### config.mk
export PLATFORM = sky130hd
export DESIGN_NAME = relative_rotation_p_controller_top
export DESIGN_NICKNAME = d
export VERILOG_FILES = /design/src/rtl/core/rrpc_pkg.sv /design/src/rtl/core/relative_rotation_p_controller_top.sv
export SDC_FILE = /design/constraint.sdc
export NUM_CORES = 1
export LEC_CHECK = 0
export ABC_AREA = 1
export CAP_MARGIN = 20
export CORE_MARGIN = 2
export CORE_UTILIZATION = 50
export DETAILED_ROUTE_END_ITERATION = 10
export DONT_BUFFER_PORTS = 1
export GPL_TIMING_DRIVEN = 1
export PLACE_DENSITY = 0.65
export SYNTH_ARGS = -nofsm -noshare
export SYNTH_HDL_FRONTEND = slang
export SYNTH_SLANG_ARGS = --single-unit
export TNS_END_PERCENT = 50
### constraint.sdc
create_clock -name clk -period 21.3 [get_ports clk]
set_input_delay 1.065 -clock clk [delete_from_list [all_inputs] [get_ports clk]]
set_output_delay 1.065 -clock clk [all_outputs]
set_load 0.005 [all_outputs]
### src/rtl/core/rrpc_pkg.sv
// Package for the relative rotation P controller: angle widths, Q4.12 constants,
// configuration register indexes and the single-wrap helper.
// No dependencies.
package rrpc_pkg;

  // Width of the stored heading registers; they wrap at this width.
  localparam int ANGLE_WIDTH = 16;
  localparam int FRAC_BITS   = 12;

  // Field widths
  localparam int YAW_W   = 15;
  localparam int GAIN_W  = 15;
  localparam int THR_W   = 14;
  localparam int SPEED_W = 16;
  localparam int MADE_W  = 15;

  // Working width: holds sums of a heading and a 15 bit angle plus one 2*pi step.
  localparam int CALC_W = ((ANGLE_WIDTH > 17) ? ANGLE_WIDTH : 17) + 2;
  localparam int PROD_W = CALC_W + GAIN_W + 1;

  // Configuration port
  localparam int CFG_ADDR_W = 1;
  localparam int CFG_DATA_W = 15;
  localparam logic [CFG_ADDR_W-1:0] CFG_GAIN_P           = 1'd0;
  localparam logic [CFG_ADDR_W-1:0] CFG_ARRIVE_THRESHOLD = 1'd1;
  localparam logic [GAIN_W-1:0] GAIN_P_RESET           = 15'd2048;
  localparam logic [THR_W-1:0]  ARRIVE_THRESHOLD_RESET = 14'd819;

  localparam logic signed [CALC_W-1:0] PI_Q     = CALC_W'(12868);
  localparam logic signed [CALC_W-1:0] TWO_PI_Q = CALC_W'(25736);

  localparam logic signed [PROD_W-1:0] ROUND_HALF = PROD_W'(1 << (FRAC_BITS - 1));
  localparam logic signed [PROD_W-1:0] SPEED_MAX  = PROD_W'(32767);
  localparam logic signed [PROD_W-1:0] SPEED_MIN  = PROD_W'(-32768);
  localparam logic signed [CALC_W-1:0] MADE_MAX   = CALC_W'(16383);
  localparam logic signed [CALC_W-1:0] MADE_MIN   = CALC_W'(-16384);

  // Fold an angle into [-pi, pi] with at most one 2*pi step.
  function automatic logic signed [CALC_W-1:0] wrap_once(input logic signed [CALC_W-1:0] a);
    logic signed [CALC_W-1:0] r;
    r = a;
    if (a > PI_Q) begin
      r = a - TWO_PI_Q;
    end else if (a < -PI_Q) begin
      r = a + TWO_PI_Q;
    end
    return r;
  endfunction

endpackage

### src/rtl/core/relative_rotation_p_controller_top.sv
// Relative rotation proportional heading controller, top level.
// Uses rrpc_pkg for widths, constants and the angle wrap function.
//
// channel | ports                                           | direction
// --------+-------------------------------------------------+----------
// in      | in_valid, in_stall, in_mode, in_rotation_request, in_yaw | sink
// out     | out_valid, out_stall, out_speed_command, out_done_res,
//         | out_rotation_made                               | source
// cfg     | cfg_wr_en, cfg_addr, cfg_wdata                  | sink
//
// One beat per cycle while out_stall is low: a beat is held in the input
// register, the heading error, gain multiply and saturation run on it, and
// a yaw beat (in_mode 1) in a turn puts its result in the output register.
// Reset (synchronous, rst_n low) clears both stages, the turn state and loads
// the register defaults. A stalled output holds the input register, which then
// raises in_stall; a new beat still enters whenever the output register drains.
module relative_rotation_p_controller_top (
  input  logic                                   clk,
  input  logic                                   rst_n,
  input  logic                                   cfg_wr_en,
  input  logic [rrpc_pkg::CFG_ADDR_W-1:0]        cfg_addr,
  input  logic [rrpc_pkg::CFG_DATA_W-1:0]        cfg_wdata,
  input  logic                                   in_valid,
  output logic                                   in_stall,
  input  logic                                   in_mode,
  input  logic signed [rrpc_pkg::YAW_W-1:0]      in_rotation_request,
  input  logic signed [rrpc_pkg::YAW_W-1:0]      in_yaw,
  output logic                                   out_valid,
  input  logic                                   out_stall,
  output logic signed [rrpc_pkg::SPEED_W-1:0]    out_speed_command,
  output logic                                   out_done_res,
  output logic signed [rrpc_pkg::MADE_W-1:0]     out_rotation_made
);

  localparam int AW = rrpc_pkg::ANGLE_WIDTH;
  localparam int CW = rrpc_pkg::CALC_W;
  localparam int PW = rrpc_pkg::PROD_W;

  // Configuration
  logic [rrpc_pkg::GAIN_W-1:0] gain_p_r;
  logic [rrpc_pkg::THR_W-1:0]  arrive_thr_r;

  // Input register
  logic                               s1_valid_r;
  logic                               s1_mode_r;
  logic signed [rrpc_pkg::YAW_W-1:0]  s1_rot_r;
  logic signed [rrpc_pkg::YAW_W-1:0]  s1_yaw_r;

  // Turn state
  logic                 pending_r, pending_nxt;
  logic signed [AW-1:0] pend_rot_r, pend_rot_nxt;
  logic                 turning_r, turning_nxt;
  logic signed [AW-1:0] target_r, target_nxt;
  logic signed [AW-1:0] start_r, start_nxt;

  // Output register
  logic                              out_valid_r, out_valid_nxt;
  logic signed [rrpc_pkg::SPEED_W-1:0] speed_r, speed_nxt;
  logic                              done_r, done_nxt;
  logic signed [rrpc_pkg::MADE_W-1:0]  made_r, made_nxt;

  logic advance;
  logic in_accept;

  logic signed [CW-1:0] yaw_c;
  logic signed [CW-1:0] new_target_c;
  logic signed [CW-1:0] target_c;
  logic signed [CW-1:0] err_c;
  logic signed [CW-1:0] mag_c;
  logic signed [CW-1:0] made_c;
  logic signed [PW-1:0] prod_c;
  logic signed [PW-1:0] scaled_c;
  logic                 active_c;
  logic                 far_c;

  assign advance   = !out_valid_r || !out_stall;
  assign in_stall  = s1_valid_r && !advance;
  assign in_accept = in_valid && !in_stall;

  always_comb begin
    yaw_c        = CW'(s1_yaw_r);
    new_target_c = rrpc_pkg::wrap_once(yaw_c + CW'(pend_rot_r));
    // A pending request restarts the turn from this yaw
    target_c     = pending_r ? CW'(AW'(new_target_c)) : CW'(target_r);
    active_c     = pending_r || turning_r;
    err_c        = rrpc_pkg::wrap_once(target_c - yaw_c);
    mag_c        = err_c[CW-1] ? -err_c : err_c;
    far_c        = mag_c > CW'({1'b0, arrive_thr_r});
    prod_c       = PW'(signed'({1'b0, gain_p_r})) * PW'(err_c);
    scaled_c     = (prod_c + rrpc_pkg::ROUND_HALF) >>> rrpc_pkg::FRAC_BITS;
    made_c       = rrpc_pkg::wrap_once(yaw_c - CW'(pending_r ? AW'(s1_yaw_r) : start_r));

    pending_nxt   = pending_r;
    pend_rot_nxt  = pend_rot_r;
    turning_nxt   = turning_r;
    target_nxt    = target_r;
    start_nxt     = start_r;
    out_valid_nxt = out_valid_r;
    speed_nxt     = speed_r;
    done_nxt      = done_r;
    made_nxt      = made_r;

    if (advance) begin
      out_valid_nxt = 1'b0;
      if (s1_valid_r) begin
        if (!s1_mode_r) begin
          pend_rot_nxt = AW'(s1_rot_r);
          pending_nxt  = 1'b1;
        end else begin
          if (pending_r) begin
            pending_nxt = 1'b0;
            start_nxt   = AW'(s1_yaw_r);
            target_nxt  = AW'(new_target_c);
            turning_nxt = 1'b1;
          end
          if (active_c) begin
            out_valid_nxt = 1'b1;
            if (far_c) begin
              if (scaled_c > rrpc_pkg::SPEED_MAX) begin
                speed_nxt = rrpc_pkg::SPEED_W'(rrpc_pkg::SPEED_MAX);
              end else if (scaled_c < rrpc_pkg::SPEED_MIN) begin
                speed_nxt = rrpc_pkg::SPEED_W'(rrpc_pkg::SPEED_MIN);
              end else begin
                speed_nxt = rrpc_pkg::SPEED_W'(scaled_c);
              end
              done_nxt = 1'b0;
              made_nxt = '0;
            end else begin
              speed_nxt   = '0;
              done_nxt    = 1'b1;
              turning_nxt = 1'b0;
              if (made_c > rrpc_pkg::MADE_MAX) begin
                made_nxt = rrpc_pkg::MADE_W'(rrpc_pkg::MADE_MAX);
              end else if (made_c < rrpc_pkg::MADE_MIN) begin
                made_nxt = rrpc_pkg::MADE_W'(rrpc_pkg::MADE_MIN);
              end else begin
                made_nxt = rrpc_pkg::MADE_W'(made_c);
              end
            end
          end
        end
      end
    end
  end

  always_ff @(posedge clk) begin
    if (!rst_n) begin
      gain_p_r     <= rrpc_pkg::GAIN_P_RESET;
      arrive_thr_r <= rrpc_pkg::ARRIVE_THRESHOLD_RESET;
    end else if (cfg_wr_en) begin
      case (cfg_addr)
        rrpc_pkg::CFG_GAIN_P: begin
          gain_p_r <= cfg_wdata[rrpc_pkg::GAIN_W-1:0];
        end
        rrpc_pkg::CFG_ARRIVE_THRESHOLD: begin
          arrive_thr_r <= cfg_wdata[rrpc_pkg::THR_W-1:0];
        end
        default: begin
        end
      endcase
    end
  end

  // Input register: load a new beat, drop the old one once it moves on
  always_ff @(posedge clk) begin
    if (!rst_n) begin
      s1_valid_r <= 1'b0;
    end else if (in_accept) begin
      s1_valid_r <= 1'b1;
    end else if (advance) begin
      s1_valid_r <= 1'b0;
    end
  end

  always_ff @(posedge clk) begin
    if (in_accept) begin
      s1_mode_r <= in_mode;
      s1_rot_r  <= in_rotation_request;
      s1_yaw_r  <= in_yaw;
    end
  end

  always_ff @(posedge clk) begin
    if (!rst_n) begin
      pending_r   <= 1'b0;
      pend_rot_r  <= '0;
      turning_r   <= 1'b0;
      target_r    <= '0;
      start_r     <= '0;
      out_valid_r <= 1'b0;
    end else begin
      pending_r   <= pending_nxt;
      pend_rot_r  <= pend_rot_nxt;
      turning_r   <= turning_nxt;
      target_r    <= target_nxt;
      start_r     <= start_nxt;
      out_valid_r <= out_valid_nxt;
    end
  end

  always_ff @(posedge clk) begin
    speed_r <= speed_nxt;
    done_r  <= done_nxt;
    made_r  <= made_nxt;
  end

  assign out_valid         = out_valid_r;
  assign out_speed_command = speed_r;
  assign out_done_res      = done_r;
  assign out_rotation_made = made_r;

endmodule
## Word level (Yosys, flattened, before mapping)

Index checks and enable logic that the tools add are counted.

| word-level totals | value |
|---|---|
| register bits | 142 |
| output and inout port bits | 34 |
| input port bits | 52 |
| word-level logic and storage cells | 84 |

| cells by class | value |
|---|---|
| $lt $le $gt $ge | 11 |
| multiplexer cells | 23 |
| reductions and logical operators | 18 |
| add/sub/neg operators | 11 |
| multipliers | 1 |
| bitwise logic cells | 3 |

Operators by type and width:

| cell | number |
|---|---|
| $mux 19 | 7 |
| $gt 19x15->1 const B | 3 |
| $lt 19x15->1 const B | 3 |
| $mux 16 | 3 |
| $add 19x16->19 const B | 2 |
| $sub 19x16->19 const B | 2 |
| $add 35x13->35 const B | 1 |
| $mul 16x19->35 | 1 |
| $mux 15 | 2 |
| $gt 23x16->1 const B | 1 |
| $lt 23x16->1 const B | 1 |
| $gt 19x14->1 | 1 |
| $neg 19->19 | 1 |
| $sub 15x19->19 | 1 |
| $sub 19x15->19 | 1 |
| $add 15x15->16 | 1 |
| $add 16x16->16 const B | 1 |
| $gt 16x15->1 const B | 1 |
| $lt 16x15->1 const B | 1 |
| $sub 16x16->16 const B | 1 |
| $mux 14 | 1 |
| $mux 1 | 10 |
| $reduce_and 4->1 | 2 |
| $reduce_and 2->1 | 3 |
| other kinds (7) | 16 |

## Depth between registers and ports, before layout

| depth | value |
|---|---|
| depth after elaboration | 14 |
| gate-level depth with buffers | 72 |
| depth with buffers taken out | 71 |

## Worst setup path after synthesis

Ideal clock, no wire load.

| path | value |
|---|---|
| path kind | register to register |
| start | register s1_yaw_r[0] (netlist name) |
| end | register speed_r, in the netlist out_speed_command[10] (data pin) |
| period minus slack after synthesis | 11.545 ns |
| stages on the path, launching flop included | 64 |
| data arrival time | 11.291 ns |
| path buffers | 4 |
| data required time | 21.046 ns |
| slack | 9.755 ns |
| setup time | 0.254 ns |
| cell sequence | edfxtp_1 > ha_1 > inv_1 > fa_1 > inv_1 > nand3_1 > nand2_1 > a21oi_1 > o21bai_1 > xor2_1 > nand4_1 > o32ai_1 > nand3_1 > nand3_2 > clkinv_1 > buf_2 > o21ai_0 > o21ai_0 > [28 not listed] > fa_1 > fa_1 > inv_1 > ha_1 > nand2_1 > nor2_1 > inv_1 > nor2_1 > a221oi_1 > nand2_1 > or2_2 > nand2_1 > nand2_1 > nor2_1 > a31oi_2 > clkbuf_1 > a21oi_1 > nor2_2 |

| between the ends | value |
|---|---|
| word-level cells in the longest chain between the ends | 14 |
| elaborated cells on any way between the ends | 24 |
| those cells by class | add/sub: 8; mul: 1; order compare: 7; mux: 8 |

Ends and longest elaborated chain:

| item | RTL line | text |
|---|---|---|
| from (decl) | relative_rotation_p_controller_top.sv:47 | `logic signed [rrpc_pkg::YAW_W-1:0] s1_yaw_r;` |
| from (signal assigned) | relative_rotation_p_controller_top.sv:179 | `s1_yaw_r <= in_yaw;` |
| $add 15x15->16 | relative_rotation_p_controller_top.sv:82 | `new_target_c = rrpc_pkg::wrap_once(yaw_c + CW'(pend_rot_r));` |
| $add 16x16->16 / $lt 16x15->1 (equally long branches) | rrpc_pkg.sv:45, rrpc_pkg.sv:44 |  |
| $mux 16 | rrpc_pkg.sv:44 | `end else if (a < -PI_Q) begin` |
| $mux 16 | rrpc_pkg.sv:42 | `if (a > PI_Q) begin` |
| $mux 19 | relative_rotation_p_controller_top.sv:84 | `target_c = pending_r ? CW'(AW'(new_target_c)) : CW'(target_r);` |
| $sub 19x15->19 (*) | relative_rotation_p_controller_top.sv:86 | `err_c = rrpc_pkg::wrap_once(target_c - yaw_c);` |
| $add 19x16->19 / $lt 19x15->1 (equally long branches) | rrpc_pkg.sv:45, rrpc_pkg.sv:44 |  |
| $mux 19 | rrpc_pkg.sv:44 |  |
| $mux 19 (*) | rrpc_pkg.sv:42 |  |
| $mul 16x19->35 | relative_rotation_p_controller_top.sv:89 | `prod_c = PW'(signed'({1'b0, gain_p_r})) * PW'(err_c);` |
| $add 35x13->35 | relative_rotation_p_controller_top.sv:90 | `scaled_c = (prod_c + rrpc_pkg::ROUND_HALF) >>> rrpc_pkg::FRAC_BITS;` |
| $lt 23x16->1 | relative_rotation_p_controller_top.sv:121 | `end else if (scaled_c < rrpc_pkg::SPEED_MIN) begin` |
| $mux 16 | relative_rotation_p_controller_top.sv:121 |  |
| $mux 15 | relative_rotation_p_controller_top.sv:119 | `if (scaled_c > rrpc_pkg::SPEED_MAX) begin` |
| to (signal assigned) | relative_rotation_p_controller_top.sv:202 | `speed_r <= speed_nxt;` |
| to (decl) | relative_rotation_p_controller_top.sv:58 | `logic signed [rrpc_pkg::SPEED_W-1:0] speed_r, speed_nxt;` |

Mark *: on every way between the ends. The rest lies on a longest branch, timed or not.
A chain may end at the register's enable or synchronous reset.

## Final worst setup path

| path | value |
|---|---|
| start | register s1_yaw_r[1] (netlist name) |
| end | register speed_r, in the netlist out_speed_command[2] (data pin) |

Same word-level chain as after synthesis.

==> impl_metrics.yaml <==
run_status:
  outcome: "finished, final reports clean"
layout:
  fillers: 4167
  drive_gt1_share_pct: 4.67
  area_growth_pct: 5.17
  diodes: 0
  final_nets: 3406
  final_cell_mix: "nand2_1, inv_1, nor2_1"
  final_cell_area_um2: 23100
  layout_commonest_cell: "nand2_1"
setup_path:
  crit_path_end_kind: "flip-flop"
  arrival_ns: 14.69
  worst_ep_required_time_ns: 21.52
  cp_common_cell: "nand2_1"
  r2r_cells: 56
  path_max_fanout: 24
  critPathKind: "reg -> reg"
  cp_slowest_cell: "fa_1"
  cpPeakStageDelay_ns: 0.83
  start_kind: "flip-flop"
worst_hold_path:
  hold_path_class: "reg -> reg"
  holdPathStages: 2
floorplan:
  die_height_um: 214
  initial_core_util_pct: 50.8
  rows: 76
  core_area_um2: 43300
  die_area_um2: 45700
  die_x_um: 214
  pin_count: 86
routing:
  wl_per_cell_um: 17.0
  drt_first_pass_iters: 7
  routed_via_density: 5.35
  post-route-drc-count: 0
  vias: 18700
  wl_mm: 59.5
  ant_nets: 0
  drt-initial-drc-count: 1330
job:
  maxCapViolations: 0
timing:
  setup-tns-final_ns: 0
  clock_skew_ns: 0.00887
  period_minus_slack_ns: 14.47
  timing.final.ws_setup_ns: 6.83
  max_freq_ghz: 0.0691
  tightestPinTransition_ns: 0.922
  hold_viol_final: 0
  setup_violations: 0
  maxSlewViolCount: 0
  slew_headroom_pct: 38.5
  rsz0062_at_grt: "no"
  min_period_over_period_pct: 67.9
cts:
  cts_resized: 0
  cts_max_path_buffers: 2
  cts-root-buf: "clkbuf_16"
  postCtsSetupBuffers: 0
  clk_pin_slew_ns: 0.07
  cts_hold_buf: 0
  insertion_delay_ns: 0.47
  cts_made_buffers: 17
  htreeDepth: 4
  cts.sinks: 142
  cts_tree: "yes"
grt:
  grt_pass1_wl_mm: 97.3
  grt_pass1_vias: 18500
  antenna_found_initial: 1
  gr-total-overflow: 0
  grt_start_max_net_pins: 61
  track_usage_pct: 27.6
yosys:
  syn_nets: 3451
  syn_area_per_cell_um2: 7.47
  ys_types: 57
  synth_area_leaders: "fa_1, nand2_1, inv_1, ha_1, edfxtp_1"
  yosys_warnings: 0
  synth_top_area_share_pct: 26.1
  netlist_area_um2: 22000
  yosysTopAreaCell: "fa_1"
  synthCells: 2942
  synth_seq_cells: 142
  seq_area_frac_synth_pct: 15.8
place:
  dp_slack_ns: 7.01
  io_buffers: 0
  gp_congestion: 0.924
  dpl_cell_area_um2: 22500
  dp_hpwl_mm: 49.5
[worst max-delay path: cells and delay by family, from the launching register on]
| family | cells | cell delay, ns |
|---|---|---|
| compound gates | 11 | 1.78 |
| xor+xnor | 3 | 0.87 |
| fa+ha+maj | 9 | 4.87 |
| buf+inv | 11 | 2.28 |
| flops | 1 | 0.40 |
| simple gates | 22 | 4.02 |
[worst paths after layout]
path | startpoint | endpoint | slack (ns)
hold reg to reg | start_r[0] | start_r[0] | 0.45
setup / recovery | s1_yaw_r[1] | out_speed_command[2] | 6.83
hold / removal | start_r[0] | start_r[0] | 0.45
setup reg to reg | s1_yaw_r[1] | out_speed_command[2] | 6.83
[sequential cells by signal, indices dropped and copies added, names as in the netlist, 14 cells and up]
register,count
arrive_thr_r,14
gain_p_r,15
out_rotation_made,15
out_speed_command,16
pend_rot_r,15
s1_rot_r,15
s1_yaw_r,15
start_r,15
target_r,16
[cell type report]
class	count	area (um2)	area share, %
clock buffer	18	450	1.95
clock inverter	14	158	0.682
inverter	611	2300	9.96
multi-input combinational	2110	15900	68.6
sequential	142	3470	15.0
tap	585	732	3.17
timing repair buffer	15	145	0.628
[Yosys cell counts (all sizes together)]
master and n:
nand2 635, inv 595, nor2 355, fa 287, ha 170, o21ai 161, a21oi 159, nand3 117
xor2 83, dfxtp 79, edfxtp 63, clkbuf 62, xnor2 23, nand4 21, nor3 19, a211oi 18
buf 17, clkinv 16, o211ai 9, a31oi 8, a21boi 7, o21bai 7, a21o 6, a221oi 3
nand3b 3, nor4 3, o21a 3, o31ai 3, or2 3, o2111ai 2, o221ai 2, a41oi 1
o22ai 1, o32ai 1
[per-layer routing]
| metal | track usage (%) | routed length [um] | vias up |
|---|---|---|---|
| li1 | - | - | 8983 |
| met1 | 38.8 | 27500 | 9056 |
| met2 | 43.7 | 26400 | 568 |
| met3 | 4.54 | 4160 | 90 |
| met4 | 8.45 | 1470 | 2 |
| met5 | 0 | 18 | - |
[metrics by stage]
stage	util (%)	std cells	hold WS (ns)
2_1_floorplan	-	2942	0.424
3_3_place_gp	51.9	3461	0.440
3_5_place_dp	51.9	3461	0.444
4_1_cts	53.3	3493	0.455
5_1_grt	53.4	3495	0.491
6_report	53.4	3495	0.453
[cells by family after synthesis]
| family | count (synthesis) | share of synthesized area [%] |
|---|---|---|
| adder cells (fa/ha/maj) | 457 | 35.8 |
| AND/OR/NAND/NOR | 1156 | 22.0 |
| AO/OA/AOI/OAI | 391 | 9.84 |
| buffers and inverters | 690 | 12.1 |
| XOR/XNOR | 106 | 4.41 |
| flip-flops | 142 | 15.8 |
Power is left out: the tool's default activity adds up to more than one toggle a clock period on the data nets, which glitch-free logic cannot reach.
